$ cat src/rtl/jsu_pkg.sv
`timescale 1ns / 1ps
// Shared types, constants and helper functions of the JSON string unescaper.
// Used by jsu_front, jsu_queue, jsu_back, the top level and the checker.
package jsu_pkg;

  // Result kinds.
  localparam logic [1:0] KIND_DATA = 2'd0;
  localparam logic [1:0] KIND_DONE = 2'd1;
  localparam logic [1:0] KIND_ERR  = 2'd2;

  // Error codes.
  localparam logic [2:0] ERR_NONE     = 3'd0;
  localparam logic [2:0] ERR_NO_QUOTE = 3'd1;
  localparam logic [2:0] ERR_EARLY    = 3'd2;
  localparam logic [2:0] ERR_ESCAPE   = 3'd3;
  localparam logic [2:0] ERR_HEX      = 3'd4;
  localparam logic [2:0] ERR_NO_LOW   = 3'd5;

  // Characters the parser looks for.
  localparam logic [7:0] CH_QUOTE = 8'h22;
  localparam logic [7:0] CH_SLASH = 8'h2F;
  localparam logic [7:0] CH_BSL   = 8'h5C;
  localparam logic [7:0] CH_B     = 8'h62;
  localparam logic [7:0] CH_F     = 8'h66;
  localparam logic [7:0] CH_N     = 8'h6E;
  localparam logic [7:0] CH_R     = 8'h72;
  localparam logic [7:0] CH_T     = 8'h74;
  localparam logic [7:0] CH_U     = 8'h75;

  // Depth of the command queue between front and back.
  localparam int QDEPTH = 4;
  localparam int QPTR_W = $clog2(QDEPTH);
  localparam int QCNT_W = $clog2(QDEPTH + 1);

  typedef enum logic [8:0] {
    PH_IDLE = 9'b000000001,
    PH_BODY = 9'b000000010,
    PH_ESC  = 9'b000000100,
    PH_HEX1 = 9'b000001000,
    PH_BSL2 = 9'b000010000,
    PH_U2   = 9'b000100000,
    PH_HEX2 = 9'b001000000,
    PH_DONE = 9'b010000000,
    PH_ERR  = 9'b100000000
  } phase_t;

  typedef struct packed {
    logic [2:0]      nbytes;
    logic [3:0][7:0] bytes;
  } utf8_t;

  // One command: all results that one input byte causes.
  typedef struct packed {
    logic [2:0]      nbytes;
    logic [3:0][7:0] bytes;
    logic            has_stat;
    logic [1:0]      kind;
    logic [2:0]      code;
  } cmd_t;

  // Returns {valid, value} for an ASCII hex digit.
  function automatic logic [4:0] hex_decode(input logic [7:0] ch);
    logic [7:0] diff;
    diff = 8'h00;
    if (ch >= 8'h30 && ch <= 8'h39) begin
      diff = ch - 8'h30;
      return {1'b1, diff[3:0]};
    end else if (ch >= 8'h61 && ch <= 8'h66) begin
      diff = ch - 8'h57;
      return {1'b1, diff[3:0]};
    end else if (ch >= 8'h41 && ch <= 8'h46) begin
      diff = ch - 8'h37;
      return {1'b1, diff[3:0]};
    end
    return 5'd0;
  endfunction

  function automatic utf8_t utf8_encode(input logic [20:0] cp);
    utf8_t u;
    u.nbytes = 3'd0;
    u.bytes  = '0;
    if (cp <= 21'h7F) begin
      u.nbytes   = 3'd1;
      u.bytes[0] = cp[7:0];
    end else if (cp <= 21'h7FF) begin
      u.nbytes   = 3'd2;
      u.bytes[0] = {3'b110, cp[10:6]};
      u.bytes[1] = {2'b10, cp[5:0]};
    end else if (cp <= 21'hFFFF) begin
      u.nbytes   = 3'd3;
      u.bytes[0] = {4'b1110, cp[15:12]};
      u.bytes[1] = {2'b10, cp[11:6]};
      u.bytes[2] = {2'b10, cp[5:0]};
    end else if (cp <= 21'h10FFFF) begin
      u.nbytes   = 3'd4;
      u.bytes[0] = {5'b11110, cp[20:18]};
      u.bytes[1] = {2'b10, cp[17:12]};
      u.bytes[2] = {2'b10, cp[11:6]};
      u.bytes[3] = {2'b10, cp[5:0]};
    end
    return u;
  endfunction

endpackage

$ cat src/rtl/jsu_front.sv
`timescale 1ns / 1ps
// Front end: parses one byte per accepted item and builds one command that
// lists every result the byte causes. Depends on jsu_pkg.
module jsu_front import jsu_pkg::*; (
  input  logic       clk,
  input  logic       rst_n,
  input  logic       accept,
  input  logic [7:0] byte_in,
  input  logic       buffer_end,
  output logic       cmd_push,
  output cmd_t       cmd
);

  phase_t      phase_r, phase_nxt;
  logic [1:0]  digit_r, digit_nxt;
  logic [15:0] first_r, first_nxt;
  logic [11:0] second_r, second_nxt;
  logic [4:0]  hex;
  logic [15:0] unit_full;
  logic [20:0] cp;
  utf8_t       enc;
  logic        do_enc;

  assign hex = hex_decode(byte_in);

  always_comb begin
    phase_nxt  = phase_r;
    digit_nxt  = digit_r;
    first_nxt  = first_r;
    second_nxt = second_r;
    cmd        = '0;
    do_enc     = 1'b0;
    cp         = 21'd0;
    unit_full  = 16'd0;

    case (phase_r)
      PH_IDLE: begin
        if (byte_in == CH_QUOTE) begin
          phase_nxt = PH_BODY;
        end else begin
          cmd.has_stat = 1'b1;
          cmd.kind     = KIND_ERR;
          cmd.code     = ERR_NO_QUOTE;
          phase_nxt    = PH_ERR;
        end
      end
      PH_BODY: begin
        if (byte_in == CH_BSL) begin
          phase_nxt = PH_ESC;
        end else if (byte_in == CH_QUOTE) begin
          cmd.has_stat = 1'b1;
          cmd.kind     = KIND_DONE;
          phase_nxt    = PH_DONE;
        end else begin
          cmd.nbytes   = 3'd1;
          cmd.bytes[0] = byte_in;
        end
      end
      PH_ESC: begin
        phase_nxt  = PH_BODY;
        cmd.nbytes = 3'd1;
        case (byte_in)
          CH_QUOTE, CH_SLASH, CH_BSL: cmd.bytes[0] = byte_in;
          CH_B: cmd.bytes[0] = 8'h08;
          CH_F: cmd.bytes[0] = 8'h0C;
          CH_N: cmd.bytes[0] = 8'h0A;
          CH_R: cmd.bytes[0] = 8'h0D;
          CH_T: cmd.bytes[0] = 8'h09;
          CH_U: begin
            cmd.nbytes = 3'd0;
            phase_nxt  = PH_HEX1;
            digit_nxt  = 2'd0;
            first_nxt  = 16'd0;
          end
          default: begin
            cmd.nbytes   = 3'd0;
            cmd.has_stat = 1'b1;
            cmd.kind     = KIND_ERR;
            cmd.code     = ERR_ESCAPE;
            phase_nxt    = PH_ERR;
          end
        endcase
      end
      PH_HEX1: begin
        if (!hex[4]) begin
          cmd.has_stat = 1'b1;
          cmd.kind     = KIND_ERR;
          cmd.code     = ERR_HEX;
          phase_nxt    = PH_ERR;
        end else begin
          unit_full = {first_r[11:0], hex[3:0]};
          first_nxt = unit_full;
          if (digit_r == 2'd3) begin
            digit_nxt = 2'd0;
            if (unit_full >= 16'hD800 && unit_full <= 16'hDBFF) begin
              phase_nxt = PH_BSL2;
            end else begin
              cp        = {5'd0, unit_full};
              do_enc    = 1'b1;
              phase_nxt = PH_BODY;
            end
          end else begin
            digit_nxt = digit_r + 2'd1;
          end
        end
      end
      PH_BSL2: begin
        if (byte_in == CH_BSL) begin
          phase_nxt = PH_U2;
        end else begin
          cmd.has_stat = 1'b1;
          cmd.kind     = KIND_ERR;
          cmd.code     = ERR_NO_LOW;
          phase_nxt    = PH_ERR;
        end
      end
      PH_U2: begin
        if (byte_in == CH_U) begin
          phase_nxt  = PH_HEX2;
          digit_nxt  = 2'd0;
          second_nxt = 12'd0;
        end else begin
          cmd.has_stat = 1'b1;
          cmd.kind     = KIND_ERR;
          cmd.code     = ERR_NO_LOW;
          phase_nxt    = PH_ERR;
        end
      end
      PH_HEX2: begin
        if (!hex[4]) begin
          cmd.has_stat = 1'b1;
          cmd.kind     = KIND_ERR;
          cmd.code     = ERR_HEX;
          phase_nxt    = PH_ERR;
        end else begin
          second_nxt = {second_r[7:0], hex[3:0]};
          if (digit_r == 2'd3) begin
            // Only the low ten bits of each unit form the pair's code point.
            cp        = 21'h10000 + {1'b0, first_r[9:0], second_r[5:0], hex[3:0]};
            do_enc    = 1'b1;
            digit_nxt = 2'd0;
            phase_nxt = PH_BODY;
          end else begin
            digit_nxt = digit_r + 2'd1;
          end
        end
      end
      default: begin
        // Done or error: bytes are dropped until the buffer ends.
      end
    endcase

    enc = utf8_encode(cp);
    if (do_enc) begin
      cmd.nbytes = enc.nbytes;
      cmd.bytes  = enc.bytes;
    end

    if (buffer_end) begin
      if (phase_nxt inside {PH_BODY, PH_ESC, PH_HEX1, PH_BSL2, PH_U2, PH_HEX2}) begin
        cmd.has_stat = 1'b1;
        cmd.kind     = KIND_ERR;
        cmd.code     = ERR_EARLY;
      end
      phase_nxt = PH_IDLE;
      digit_nxt = 2'd0;
    end
  end

  assign cmd_push = accept && (cmd.nbytes != 3'd0 || cmd.has_stat);

  always_ff @(posedge clk) begin
    if (!rst_n) begin
      phase_r  <= PH_IDLE;
      digit_r  <= 2'd0;
      first_r  <= 16'd0;
      second_r <= 12'd0;
    end else if (accept) begin
      phase_r  <= phase_nxt;
      digit_r  <= digit_nxt;
      first_r  <= first_nxt;
      second_r <= second_nxt;
    end
  end

endmodule

$ cat src/rtl/jsu_queue.sv
`timescale 1ns / 1ps
// Short command queue that decouples the parser from the result sequencer.
// Depends on jsu_pkg.
module jsu_queue import jsu_pkg::*; (
  input  logic clk,
  input  logic rst_n,
  input  logic push,
  input  cmd_t push_cmd,
  input  logic pop,
  output cmd_t head,
  output logic full,
  output logic empty
);

  cmd_t              slot_r [QDEPTH];
  logic [QPTR_W-1:0] wr_r, wr_nxt;
  logic [QPTR_W-1:0] rd_r, rd_nxt;
  logic [QCNT_W-1:0] cnt_r, cnt_nxt;
  logic              do_push, do_pop;

  assign full    = (cnt_r == QCNT_W'(QDEPTH));
  assign empty   = (cnt_r == '0);
  assign head    = slot_r[rd_r];
  assign do_push = push && !full;
  assign do_pop  = pop && !empty;

  always_comb begin
    wr_nxt  = do_push ? wr_r + 1'b1 : wr_r;
    rd_nxt  = do_pop ? rd_r + 1'b1 : rd_r;
    cnt_nxt = cnt_r;
    if (do_push && !do_pop) begin
      cnt_nxt = cnt_r + 1'b1;
    end else if (do_pop && !do_push) begin
      cnt_nxt = cnt_r - 1'b1;
    end
  end

  always_ff @(posedge clk) begin
    if (!rst_n) begin
      wr_r  <= '0;
      rd_r  <= '0;
      cnt_r <= '0;
    end else begin
      wr_r  <= wr_nxt;
      rd_r  <= rd_nxt;
      cnt_r <= cnt_nxt;
    end
  end

  always_ff @(posedge clk) begin
    if (do_push) begin
      slot_r[wr_r] <= push_cmd;
    end
  end

endmodule

$ cat src/rtl/jsu_back.sv
`timescale 1ns / 1ps
// Back end: holds one command and hands out its results one per pop.
// Depends on jsu_pkg.
module jsu_back import jsu_pkg::*; (
  input  logic       clk,
  input  logic       rst_n,
  input  cmd_t       head,
  input  logic       q_empty,
  output logic       q_pop,
  input  logic       pop,
  output logic       empty,
  output logic [7:0] data_byte,
  output logic [1:0] kind,
  output logic [2:0] error_code,
  output logic       last
);

  cmd_t       cur_r;
  logic       valid_r, valid_nxt;
  logic [2:0] idx_r, idx_nxt;
  logic [2:0] total;
  logic       take, finish;

  assign total = cur_r.nbytes + {2'd0, cur_r.has_stat};
  assign empty = !valid_r;
  assign last  = (idx_r == total - 3'd1);

  always_comb begin
    if (idx_r < cur_r.nbytes) begin
      data_byte  = cur_r.bytes[idx_r[1:0]];
      kind       = KIND_DATA;
      error_code = ERR_NONE;
    end else begin
      data_byte  = 8'd0;
      kind       = cur_r.kind;
      error_code = cur_r.code;
    end
  end

  assign take   = valid_r && pop;
  assign finish = take && last;
  // A new command is loaded as soon as the current one has handed out its
  // final result, so results leave back to back.
  assign q_pop  = (!valid_r || finish) && !q_empty;

  always_comb begin
    valid_nxt = valid_r;
    idx_nxt   = idx_r;
    if (!valid_r || finish) begin
      valid_nxt = !q_empty;
      idx_nxt   = 3'd0;
    end else if (take) begin
      idx_nxt = idx_r + 3'd1;
    end
  end

  always_ff @(posedge clk) begin
    if (!rst_n) begin
      valid_r <= 1'b0;
      idx_r   <= 3'd0;
    end else begin
      valid_r <= valid_nxt;
      idx_r   <= idx_nxt;
    end
  end

  always_ff @(posedge clk) begin
    if (q_pop) begin
      cur_r <= head;
    end
  end

endmodule

$ cat src/rtl/json_string_unescape.sv
`timescale 1ns / 1ps
// Streaming unescaper for one double-quoted JSON-style string per buffer. It
// takes one raw byte per cycle while not full (push/full) and returns decoded
// bytes, then a success or error marker, on a queue-style result port
// (empty/pop). Each byte is parsed combinationally by the front end and turned
// into one command of up to five results; a four-entry command queue feeds
// the back end, which hands out one result per cycle while pop is high. A
// surrogate pair expands to four UTF-8 bytes, but from twelve input bytes, so
// the parser, not the result side, sets the sustained rate when such escapes
// are dense. When nothing is waiting ahead of it, the first result of a byte
// is written into the command queue, then into the back end's command
// register, and then shows on the result ports. Depends on jsu_pkg, jsu_front,
// jsu_queue and jsu_back.
module json_string_unescape import jsu_pkg::*; (
  input  logic       clk,
  input  logic       rst_n,
  input  logic       push,
  output logic       full,
  input  logic [7:0] in_byte_in,
  input  logic       in_buffer_end,
  output logic       empty,
  input  logic       pop,
  output logic [7:0] out_data_byte,
  output logic [1:0] out_kind,
  output logic [2:0] out_error_code,
  output logic       out_last
);

  cmd_t cmd, head;
  logic cmd_push, q_pop, q_empty, q_full;

  assign full = q_full;

  jsu_front u_front (
    .clk        (clk),
    .rst_n      (rst_n),
    .accept     (push && !q_full),
    .byte_in    (in_byte_in),
    .buffer_end (in_buffer_end),
    .cmd_push   (cmd_push),
    .cmd        (cmd)
  );

  jsu_queue u_queue (
    .clk      (clk),
    .rst_n    (rst_n),
    .push     (cmd_push),
    .push_cmd (cmd),
    .pop      (q_pop),
    .head     (head),
    .full     (q_full),
    .empty    (q_empty)
  );

  jsu_back u_back (
    .clk        (clk),
    .rst_n      (rst_n),
    .head       (head),
    .q_empty    (q_empty),
    .q_pop      (q_pop),
    .pop        (pop),
    .empty      (empty),
    .data_byte  (out_data_byte),
    .kind       (out_kind),
    .error_code (out_error_code),
    .last       (out_last)
  );

endmodule

$ cat config.mk
export PLATFORM = sky130hd
export DESIGN_NAME = json_string_unescape
export DESIGN_NICKNAME = d
export VERILOG_FILES = /design/src/rtl/jsu_pkg.sv /design/src/rtl/jsu_front.sv /design/src/rtl/jsu_queue.sv /design/src/rtl/jsu_back.sv /design/src/rtl/json_string_unescape.sv
export SDC_FILE = /design/constraint.sdc
export NUM_CORES = 1
export LEC_CHECK = 0
export ABC_AREA = 0
export BUFFER_PORTS_ARGS = -buffer_cell sky130_fd_sc_hd__buf_2
export CAP_MARGIN = 20
export CELL_PAD_IN_SITES_DETAIL_PLACEMENT = 1
export CELL_PAD_IN_SITES_GLOBAL_PLACEMENT = 2
export CORE_MARGIN = 2
export CORE_UTILIZATION = 48
export CTS_CLUSTER_SIZE = 30
export DETAILED_ROUTE_END_ITERATION = 10
export PLACE_DENSITY_LB_ADDON = 0.1
export SLEW_MARGIN = 15
export SYNTH_ARGS = -nofsm -noshare
export SYNTH_HDL_FRONTEND = slang
export SYNTH_SLANG_ARGS = --single-unit
export TNS_END_PERCENT = 50
$ cat constraint.sdc
create_clock -name clk -period 12.7 [get_ports clk]
set_input_delay 0 -clock clk [delete_from_list [all_inputs] [get_ports clk]]
set_output_delay 0 -clock clk [all_outputs]
set_load 0.05 [all_outputs]
### Word-level counts from Yosys, hierarchy flattened

Memory sizes are Yosys's and may differ from the RTL's. A register that Yosys moved wholly into a read port is not among the register bits.
Cells that the tools add are included.

* order comparisons: 14
* bitwise logic cells: 1
* add/subtract/negate cells: 12
* reduce and logical (&&, ||, !) cells: 36
* equal/unequal tests: 31
* multiplexer cells: 81

Operators with widths (count)
* two-way mux 9 bit: 10
* two-way mux 21 bit: 4
* two-way mux 35 bit: 2
* case mux 9 bit (7 select lines): 1
* equality test 8 x 7 -> 1 bit (second input constant): 7
* two-way mux 6 bit: 9
* two-way mux 16 bit: 3
* two-way mux 24 bit: 2
* case mux 8 bit (6 select lines): 1
* case mux 21 bit (2 select lines): 1
* two-way mux 8 bit: 5
* two-way mux 5 bit: 5
* two-way mux 12 bit: 2
* two-way mux 3 bit: 8
* case mux 12 bit (2 select lines): 1
* adder 17 x 20 -> 21 bit (first input constant): 1
* less-or-equal comparator 21 x 11 -> 1 bit (second input constant): 1
* less-or-equal comparator 21 x 16 -> 1 bit (second input constant): 1
* less-or-equal comparator 21 bit (second input constant): 1
* less-or-equal comparator 21 x 7 -> 1 bit (second input constant): 1
* equality test 9 x 2 -> 1 bit (second input constant): 2
* equality test 9 x 3 -> 1 bit (second input constant): 2
* equality test 9 x 4 -> 1 bit (second input constant): 2
* equality test 9 x 5 -> 1 bit (second input constant): 2
* 48 further kinds: 101

* input port bits: 13
* register bits after elaboration: 40
* memories: 1
* bits in writable memories: 164
* output and inout bits: 16

Memories
* u_queue.slot_r: depth 4, width 41, read ports 1, clocked after memory_dff 1, write ports 1, RTL line jsu_queue.sv:15 `cmd_t slot_r [QDEPTH];`

### Logic depth before layout (Yosys ltp)

Gate-level depths: netlist of run 1.

* word-level depth: 26
* gate-level depth with buffers: 19

### By module

Synthesis of run 1 repeated with hierarchy kept, for this count alone.

* cells, all modules: 830
* area total of the unflattened synthesis: 11598.6 µm²

Modules (own cells, without submodules)
* jsu_queue: cells an instance 263, area an instance 6456.2 µm², times used 1
* jsu_front: cells an instance 465, area an instance 3279.4 µm², times used 1
* jsu_back: cells an instance 101, area an instance 1849.3 µm², times used 1
* json_string_unescape: cells an instance 1, area an instance 13.8 µm², times used 1

### Worst setup path before layout of run 1

Ideal clock, no wire load.

* path kind: register to register
* start: register u_back.cur_r[5] (netlist name)
* end: register u_queue.cnt_r[2]
* cell stages (with the launch flop): 15
* library setup time: 76 ps
* arrival time: 5235 ps
* path slack: 7389 ps
* buffers on the path: 0
* clock period less this slack: 5311 ps
* cell sequence: edfxtp_1 -> inv_1 -> ha_1 -> ha_1 -> xnor2_1 -> nor3_1 -> a21oi_1 -> nor2_1 -> inv_1 -> ha_1 -> inv_1 -> fa_1 -> xor2_1 -> or3_1 -> a21boi_0

* word-level cells in the longest chain between the ends: 10
* elaborated cells on any way between the ends: 12

Ends and longest elaborated chain
* adder 3 x 1 -> 3 bit (*): RTL line jsu_back.sv:24 `assign total = cur_r.nbytes + {2'd0, cur_r.has_stat};`
* subtractor 3 x 1 -> 3 bit (*): RTL line jsu_back.sv:26 `assign last = (idx_r == total - 3'd1);`
* equality test 3 bit (*): RTL line jsu_back.sv:26
* named net out_last: RTL line json_string_unescape.sv:26 `output logic out_last`
* logical AND 1 bit (*): RTL line jsu_back.sv:41 `assign finish = take && last;`
* logical OR 1 bit (*): RTL line jsu_back.sv:44 `assign q_pop = (!valid_r || finish) && !q_empty;`
* logical AND 1 bit (*): RTL line jsu_back.sv:44
* named net q_pop: RTL line json_string_unescape.sv:30 `logic cmd_push, q_pop, q_empty, q_full;`
* logical AND 1 bit (*): RTL line jsu_queue.sv:25 `assign do_pop = pop && !empty;`
* logical NOT 1 bit: RTL line jsu_queue.sv:31 `if (do_push && !do_pop) begin`
* logical AND 1 bit: RTL line jsu_queue.sv:31
* two-way mux 3 bit or nonzero test 2 bit (tied branches)
* to (signal assigned): RTL line jsu_queue.sv:46 `cnt_r <= cnt_nxt;`
* to (decl): RTL line jsu_queue.sv:18 `logic [QCNT_W-1:0] cnt_r, cnt_nxt;`

Mark *: on every way through the listed nets, which the timed path passes. The rest lies on a longest branch.
A chain may end at the register's enable or synchronous reset.

==> flow_metrics.tcl, run 1 <==
set metrics [dict create \
    layout_commonest_cell "edfxtp_1" \
    hold_violations 0 \
    cts_root_buf "clkbuf_16" \
    setup_ws_ps 7708 \
    fin_cells 1105 \
    crit_slowest_cell "a2111oi_0" \
    cts_tree "built" \
    io_pins 29 \
    start_util_pct 48.54 \
    async_reset_ff_share_pct 0 \
    place_ws_ps 7776 \
    grt.total_usage_pct 22.92 \
    critPathMaxStageDelay_ps 880 \
    ant_nets 0 \
    ys_seq_area_share_pct 60.56 \
    grt_max_degree 41 \
    grt_pass1_wl_mm 41.71 \
    hpwl_mm 18.16 \
    final.setup.tns_ps 0 \
    regToRegEndpoint "u_queue.slot_r[3][14]" \
    ys.flop_type "edfxtp_1" \
    fin_nets 838 \
    holdPathStages 2 \
    critPathMaxFanout 15 \
    reg2reg_from "u_front.phase_r[4]" \
    final_cell_mix "edfxtp_1 (185), nand2_1 (56), nor2_1 (50), mux4_2 (44), dfxtp_1 (39)" \
    ir_drop_mv 0.09811 \
    min_from "rst_n" \
    synth_area_leaders "edfxtp_1 (53%), mux4_2 (9.4%), dfxtp_1 (7.6%), ha_1 (2.0%), nand2_1 (2.0%)" \
    totalWireLength_mm 26.12 \
    relSlewSlack_pct 31.76 \
    switching_share_pct 29.84 \
    max_freq_mhz 200.3 \
    clockPowerShare_pct 31.0 \
    worstPathRequired_ps 12870 \
    p_total_uw 2166 \
    timing.final.crit_period_ps 4992 \
    cts_buffers 25 \
    status "finished clean" \
    leakagePower_uw 0.004025 \
    synth_edf_count 185 \
    routed_via_density 6.077 \
    finish.utilization_pct 53.92 \
    finalSetupViolCount 0 \
    insertion_delay_ps 510 \
    syn_area_um2 10500 \
    synth_top_area_share_pct 52.93 \
    drt_first_pass_iters 5 \
    path_clk_slew_ps 70 \
    min_to "u_front.phase_r[0]" \
    cts_setup_buffers 0 \
    synth_seq_cells 225 \
    antenna_found_initial 0 \
    wl_per_cell_um 23.64 \
    grt-ovfl-total 0 \
    period_share_pct 39.30 \
    crit_path_start_kind "flop" \
    synth.distinct_cells 75 \
    core_um2 21620 \
    ctsLongestPathBuffers 3 \
    skew_ps 11.32 \
    port_buffers 28 \
    n_fill_cell 2149 \
    rsz0062_at_grt "no" \
    r2r_cells 10 \
    dieHeight_um 151.9 \
    vias 6715 \
    powerDensity_nw_per_um2 185.8 \
    comb_power_share_pct 22.9 \
    path_cells "nor4_4 -> nor3b_1 -> and3_1 -> and3_1 -> o21a_1 -> a221o_1 -> nor2_1 -> nor2_1 -> inv_1 -> a2111oi_0" \
    yosysWarnings 0 \
    drc 0 \
    drt-initial-drc-count 339 \
    clkSinkCount 225 \
    cts-htree-levels 1 \
    syn_inst 787 \
    first_global_vias 7160 \
    syn_area_per_cell_um2 13.34 \
    r2r_setup_slack_ps 7710 \
    synth_largest_area_cell "edfxtp_1" \
    p_seq_share_pct 46.1 \
    drv_cap 0 \
    worstPathArrival_ps 5160 \
    gp_congestion 0.8881 \
    place_inst 1058 \
    n_antenna_cell 0 \
    worst_pin_slew_ps 1024 \
    area_growth_pct 11.09 \
    drive_above_1_share_pct 16.73 \
    dieArea_um2 23060 \
    synth_nets 818 \
    p_int_uw 1520 \
    end_kind "flop" \
    switchingPower_uw 646.5 \
    hp-class "primary input to flop" \
    drv_slew 0 \
    dieWidth_um 151.9 \
    rows 54 \
    critical_path_class "flop to flop" \
]
-- stage by stage --
step | cell area [um2] | hold WS, ps
after floorplan | 10500 | 141.7
final | 11660 | 12.90
after detailed placement | 10870 | 333.8
after global placement | 10870 | 303.8
after CTS | 11650 | 6.908
after global routing | 11660 | 85.66
-- registers in the layout (all words and copies together) (netlist names) --
signal	cells
u_front.second_r	6
u_queue.cnt_r	3
u_back.idx_r	3
u_front.first_r	12
u_back.cur_r	37
u_queue.rd_r	2
u_queue.slot_r	148
u_back.valid_r	1
u_front.phase_r	9
u_queue.wr_r	2
u_front.digit_r	2
-- worst max-delay path, delay by kind of cell (launching register included) --
| kind | cells | cell delay, ps |
|---|---|---|
| and+or+nand+nor | 6 | 2330 |
| AOI/OAI and AO/OA | 3 | 1760 |
| DFF | 1 | 400 |
| buffers and inverters | 1 | 140 |
-- power by group through the flow --
stage	Clock, uW	Combinational [uW]	Sequential [uW]
after CTS	686	506	1000
final	671	496	999
after detailed placement	0	504	1020
after global placement	0	489	1010
after global routing	714	538	1010
after floorplan	0	392	985
-- cells in the mapped netlist, types with 10 or more instances --
cell type and instances:
nor2b_1 20, clkbuf_1 36, nand2_1 56, inv_1 20
dfxtp_1 40, mux4_2 44, nand2b_1 11, nand3_1 34
a22oi_1 17, nor2_1 51, a21oi_1 30, o21ai_0 22
edfxtp_1 185, a21boi_0 22, nor3_1 16, ha_1 17
and2_1 17, o22ai_1 10
-- how the worst max path moves through the flow --
stage                             startpoint                     to
after floorplan              u_back.cur_r[5]       u_queue.cnt_r[2]
after global placement         in_byte_in[0]       u_queue.cnt_r[2]
after detailed placement       in_byte_in[0]       u_queue.cnt_r[2]
after CTS                 u_front.phase_r[4]       u_queue.cnt_r[2]
after global routing      u_front.phase_r[1]  u_queue.slot_r[3][14]
final                     u_front.phase_r[4]  u_queue.slot_r[3][14]
-- area by class of cell --
| class | count | area, um2 | share of cell area [%] |
|---|---|---|---|
| flip-flops and latches | 225 | 6357 | 54.53 |
| multi-input cells | 498 | 3896 | 33.42 |
| clock buffers | 29 | 650.6 | 5.581 |
| well taps | 280 | 350.3 | 3.005 |
| repair buffers | 37 | 212.7 | 1.824 |
| clock inverters | 16 | 116.4 | 0.9981 |
| inverters | 20 | 75.07 | 0.6439 |
-- cells by family after synthesis --
| family | synth area share [%] |
|---|---|
| buf+inv | 2.432 |
| flops | 60.56 |
| xor+xnor | 1.252 |
| fa+ha+maj | 2.217 |
| mux | 10.03 |
| simple gates | 13.48 |
| compound gates | 10.03 |
-- per-layer routing --
layer / GRT usage (%) / vias to the layer above / share of wire [%]
met1: 31.44 / 3465 / 45
met2: 39.90 / 135 / 50
met5: 0 / - / 0
met4: 4.673 / 0 / 1.6
li1: - / 3083 / -
met3: 2.681 / 32 / 3.3
-- what timing repair did --
action                                 CTS  global route
gates resized for setup                  0             0
endpoints found under the hold margin    7             0
hold buffers                             2             0
Power figures use the tool's default switching activity.
==> inputs of run 2 (changes only) <==
Settings changed: CORE_UTILIZATION 48 to 45.
Clock period 12.7 ns to 5 ns, I/O delays scaled along.
==> run 2 against run 1 <==
Clock power rose to 2.5 times the previous value. Worst setup slack worse by 7300 ps. Combinational power rose to 2.6 times the previous value. Non-clock buffer count up 14. Critical endpoint is now u_queue.cnt_r[2]. Largest cell class unchanged. Highest routed layer unchanged.
==> flow_metrics.tcl, run 2 (synthesis results as in run 1) <==
set metrics [dict create \
    topRoutingLayerUsed "met4" \
    p_seq_share_pct 46.1 \
    hpwl_mm 18.24 \
    grt-ovfl-total 0 \
    cts_setup_buffers 0 \
    critPathMaxStageDelay_ps 510 \
    wl_met1_mm 11.88 \
    n_antenna_cell 0 \
    powerDensity_nw_per_um2 466.9 \
    r2r_setup_slack_ps 410 \
    critical_path_class "flop to flop" \
    path_clk_slew_ps 60 \
    crit_top_cell "or3_1" \
    gp_congestion 0.8574 \
    hp-class "primary input to flop" \
    skew_ps 10.23 \
    layout_commonest_cell "edfxtp_1" \
    ctsLongestPathBuffers 3 \
    insertion_delay_ps 520 \
    ant_nets 0 \
    switchingPower_uw 1670 \
    wl_per_cell_um 22.78 \
    final.setup.tns_ps 0 \
    comb_power_share_pct 23.3 \
    worst_pin_slew_ps 916.9 \
    core_um2 22780 \
    n_fill_cell 2256 \
    relSlewSlack_pct 38.87 \
    area_growth_pct 12.89 \
    crit_family "simple AND/OR/NAND/NOR gates" \
    routed_via_density 5.816 \
    drt-initial-drc-count 482 \
    finish.utilization_pct 52.01 \
    switching_share_pct 30.19 \
    hold_violations 0 \
    cts_tree "built" \
    r2r_cells 16 \
    startpoint "u_front.phase_r[4]" \
    clkSinkCount 225 \
    grt.total_usage_pct 22.00 \
    port_buffers 28 \
    leakagePower_uw 0.004095 \
    dieWidth_um 156.7 \
    worstPathArrival_ps 5020 \
    multiInputGateArea_um2 3897 \
    max_freq_mhz 217.9 \
    critPathMaxFanout 7 \
    drt_first_pass_iters 4 \
    ir_drop_mv 0.2470 \
    dieArea_um2 24560 \
    period_share_pct 91.78 \
    cts_root_buf "clkbuf_16" \
    regMostFlops "u_queue.slot_r" \
    wl_met3_mm 1.064 \
    rsz0062_at_grt "no" \
    p_int_uw 3862 \
    cts_buffers 24 \
    finalSetupViolCount 0 \
    dieHeight_um 156.7 \
    drive_above_1_share_pct 18.28 \
    final_cell_mix "edfxtp_1 (185), nand2_1 (56), nor2_1 (50), mux4_2 (44), dfxtp_1 (39)" \
    end_kind "flop" \
    seq_area_um2 6357 \
    drc 0 \
    vias 6688 \
    antenna_found_initial 0 \
    start_util_pct 46.08 \
    timing.final.crit_period_ps 4589 \
    totalWireLength_mm 26.20 \
    fin_nets 851 \
    worstPathRequired_ps 5440 \
    grt_max_degree 41 \
    largest_register_ffs 148 \
    cts-htree-levels 1 \
    grt_pass1_wl_mm 41.17 \
    crit_cells 16 \
    crit_slowest_cell "dfxtp_1" \
    crit_path_start_kind "flop" \
    reg2reg_from "u_front.phase_r[4]" \
    io_pins 29 \
    path_cells "nor4_4 -> nor3b_1 -> and4bb_2 -> nor4b_1 -> or3_1 -> o31a_1 -> nand2b_1 -> nor4bb_1 -> mux2i_1 -> a31oi_2 -> ha_1 -> inv_1 -> fa_1 -> xor2_1 -> or3_1 -> a21boi_0" \
    status "finished clean" \
    crit_buf_inv 1 \
    regToRegEndpoint "u_queue.cnt_r[2]" \
    crit_end "u_queue.cnt_r[2]" \
    drv_cap 0 \
    top_regs "u_queue.slot_r (148), u_back.cur_r (37), u_front.first_r (12)" \
    drv_slew 0 \
    first_global_vias 7206 \
    wl_met2_mm 12.83 \
    rows 55 \
    clockPowerShare_pct 30.6 \
]
-- run 2: changes by cell type in the layout (fill, tap and decap cells not counted), sizes merged --
cell         previous run  this run
buf                    35        48
clkbuf                 29        26
clkinvlp                2         4
inv                    24        22
clkinv                  9        10
dlygate4sd3             2         3
-- run 2: power groups by stage --
stage | Combinational (uW) | Clock [uW] | Sequential [uW]
2_1_floorplan | 998 | 0 | 2500
3_3_place_gp | 1260 | 0 | 2570
3_5_place_dp | 1300 | 0 | 2590
4_1_cts | 1310 | 1740 | 2550
5_1_grt | 1390 | 1800 | 2580
6_report | 1290 | 1700 | 2550
-- run 2: area by class of cell --
type	count	area share (%)
flip-flops and latches	225	53.66
multi-input cells	498	32.90
clock buffers	26	5.312
well taps	313	3.306
repair buffers	51	3.126
clock inverters	17	1.067
inverters	20	0.6336
-- run 2: worst register-to-register path, cell delays in order, from the launching register on --
cell	delay (ps)
dfxtp_1	510
nor4_4	120
nor3b_1	210
and4bb_2	320
nor4b_1	180
or3_1	480
o31a_1	330
nand2b_1	160
nor4bb_1	280
mux2i_1	170
a31oi_2	400
ha_1	260
inv_1	60
fa_1	370
xor2_1	170
or3_1	300
a21boi_0	170
-- run 2: worst min-delay path by stage --
stage / start / endpoint / cells past startpoint
finish: rst_n / u_front.phase_r[7] / 3
global route: in_byte_in[4] / u_queue.slot_r[3][10] / 2
CTS: push / u_front.phase_r[7] / 4
detailed placement: pop / u_back.idx_r[1] / 3
global placement: pop / u_back.idx_r[1] / 3
floorplan: in_buffer_end / u_front.phase_r[0] / 2
-- run 2: per-stage QoR --
stage	hold slack, ps	setup slack (ps)	power (uW)	area [um2]	instances
finish	48.65	411.1	5532	11850	1150
global placement	299.3	503.2	3830	11060	1104
detailed placement	328.2	200.4	3894	11060	1104
CTS	33.03	367.9	5602	11850	1150
global route	72.75	26.02	5777	11850	1150
floorplan	141.7	334.9	3496	10500	787
-- run 2: metal layers --
metal	up-vias	GRT usage, %
met3	35	2.769
met4	0	5.199
met2	129	38.16
li1	3098	-
met5	-	0
met1	3426	29.59
-- run 2: repair_timing --
item	in CTS	in global routing
endpoints found under the hold margin	7	0
setup endpoints to repair	0	1
hold buffers	3	0
resized for setup	0	1
==> inputs of run 3 (changes only) <==
Settings changed: REMOVE_ABC_BUFFERS set to 1.
==> run 3 against run 2 <==
Critical path depth is the same. Sequential power is essentially flat. Register-to-register slack gained 30 ps. Die area is the same. Via count grew 1.1%. First-iteration DRC count shrank 15%. Combinational power is essentially flat. Global-route usage grew 0.16 points. Total power grew 1.6%. Clock power grew 5%. Sequential share of layout area shrank 0.20 points. Largest cell class unchanged.
==> flow_metrics.tcl, run 3 (synthesis results as in run 1) <==
set metrics [dict create \
    n_antenna_cell 0 \
    totalWireLength_mm 26.42 \
    port_buffers 28 \
    worstPathRequired_ps 5440 \
    drt-initial-drc-count 409 \
    end_kind "flop" \
    ir_drop_mv 0.2746 \
    clkSinkCount 225 \
    status "finished clean" \
    area_growth_pct 13.32 \
    fin_nets 850 \
    skew_ps 5.559 \
    dieWidth_um 156.7 \
    rsz0062_at_grt "no" \
    largest_register_ffs 148 \
    hpwl_mm 18.52 \
    cts_buffers 24 \
    path_clk_slew_ps 60 \
    design_area_um2 11890 \
    insertion_delay_ps 510 \
    grt_pass1_wl_mm 41.66 \
    drive_above_1_share_pct 18.06 \
    drc 0 \
    io_pins 29 \
    hold_slack_ps 12.28 \
    ctsLongestPathBuffers 3 \
    leakagePower_uw 0.004119 \
    relSlewSlack_pct 41.44 \
    final_cell_mix "edfxtp_1 (185), nand2_1 (56), nor2_1 (50), mux4_2 (44), dfxtp_1 (39)" \
    hold_violations 0 \
    grt-ovfl-total 0 \
    worstPathArrival_ps 5000 \
    crit_path_start_kind "flop" \
    gp_congestion 0.9037 \
    hp-class "primary input to flop" \
    start_util_pct 46.08 \
    drv_slew 0 \
    layout_commonest_cell "edfxtp_1" \
    drt_first_pass_iters 5 \
    cts_tree "built" \
    drv_cap 0 \
    period_share_pct 91.18 \
    critPathMaxFanout 7 \
    placed_area_um2 11060 \
    grt_max_degree 41 \
    core_um2 22780 \
    cts_setup_buffers 0 \
    dieArea_um2 24560 \
    worst_pin_slew_ps 877.2 \
    cts_root_buf "clkbuf_16" \
    rows 55 \
    ant_nets 0 \
    grt.total_usage_pct 22.17 \
    powerDensity_nw_per_um2 472.8 \
    first_global_vias 7197 \
    regMostFlops "u_queue.slot_r" \
    max_freq_mhz 219.3 \
    antenna_found_initial 0 \
    timing.final.crit_period_ps 4559 \
    dieHeight_um 156.7 \
    wl_per_cell_um 22.99 \
    cts-htree-levels 1 \
    routed_via_density 5.886 \
    vias 6763 \
    finalSetupViolCount 0 \
    critical_path_class "flop to flop" \
    top_regs "u_queue.slot_r (148), u_back.cur_r (37), u_front.first_r (12)" \
    p_total_uw 5623 \
]
run 3: through the flow:
step / setup slack (ps) / instances / util [%] / setup TNS [ps]
global route: 19.29 / 1149 / 52.21 / 0
finish: 440.8 / 1149 / 52.21 / 0
global placement: 492.1 / 1104 / 48.55 / 0
floorplan: -310.0 / 743 / - / -572.5
detailed placement: 208.1 / 1104 / 48.55 / 0
CTS: 291.4 / 1149 / 52.12 / 0
run 3: layout make-up:
cell class | instances | area [um2]
Multi-Input combinational cell | 498 | 3915
Timing Repair Buffer | 50 | 360.3
Clock buffer | 28 | 636.9
Fill cell | 2285 | 10890
Clock inverter | 15 | 156.4
Sequential cell | 225 | 6357
Tap cell | 313 | 391.6
Inverter | 20 | 75.07
run 3: timing repair:
action                                  4_1_cts  5_1_grt
hold buffers                                  2        0
endpoints found under the setup margin        0        1
resized for setup                             0        4
hold endpoints to repair                      7        0
run 3: worst paths after layout:
kind | from | endpoint | slack [ps] | cells after the start
worst max-delay path | u_front.phase_r[1] | u_queue.cnt_r[2] | 440 | 16
worst min-delay path | rst_n | u_front.phase_r[0] | 10 | 2
worst max register to register | u_front.phase_r[1] | u_queue.cnt_r[2] | 440 | 16
worst min register to register | u_front.second_r[4] | u_front.second_r[4] | 490 | 2
run 3: critical path, cell delays in order (launching register included):
cell and delay, ps:
dfxtp_1 400, nor4_4 450, and4b_1 410, nor3_1 170, a21oi_1 230, nand2_1 140
a2111oi_1 440, nand2b_1 130, nor4bb_1 280, mux2i_1 200, a31oi_4 300, ha_1 250
inv_1 70, fa_1 380, xor2_1 180, or3_1 310, a21boi_0 160
run 3: power by group:
part,switching (uW),internal (uW),leakage [uW]
clock,712,1070,0.000379
sequential,119,2400,0.00220
combinational,828,496,0.00154
run 3: per-layer routing:
| layer | up-vias | global-route usage [%] | share of wire (%) |
|---|---|---|---|
| li1 | 3107 | - | - |
| met2 | 148 | 38.68 | 50 |
| met1 | 3479 | 29.87 | 45 |
| met4 | 0 | 4.806 | 1.7 |
| met3 | 29 | 2.686 | 4.0 |
| met5 | - | 0 | 0 |
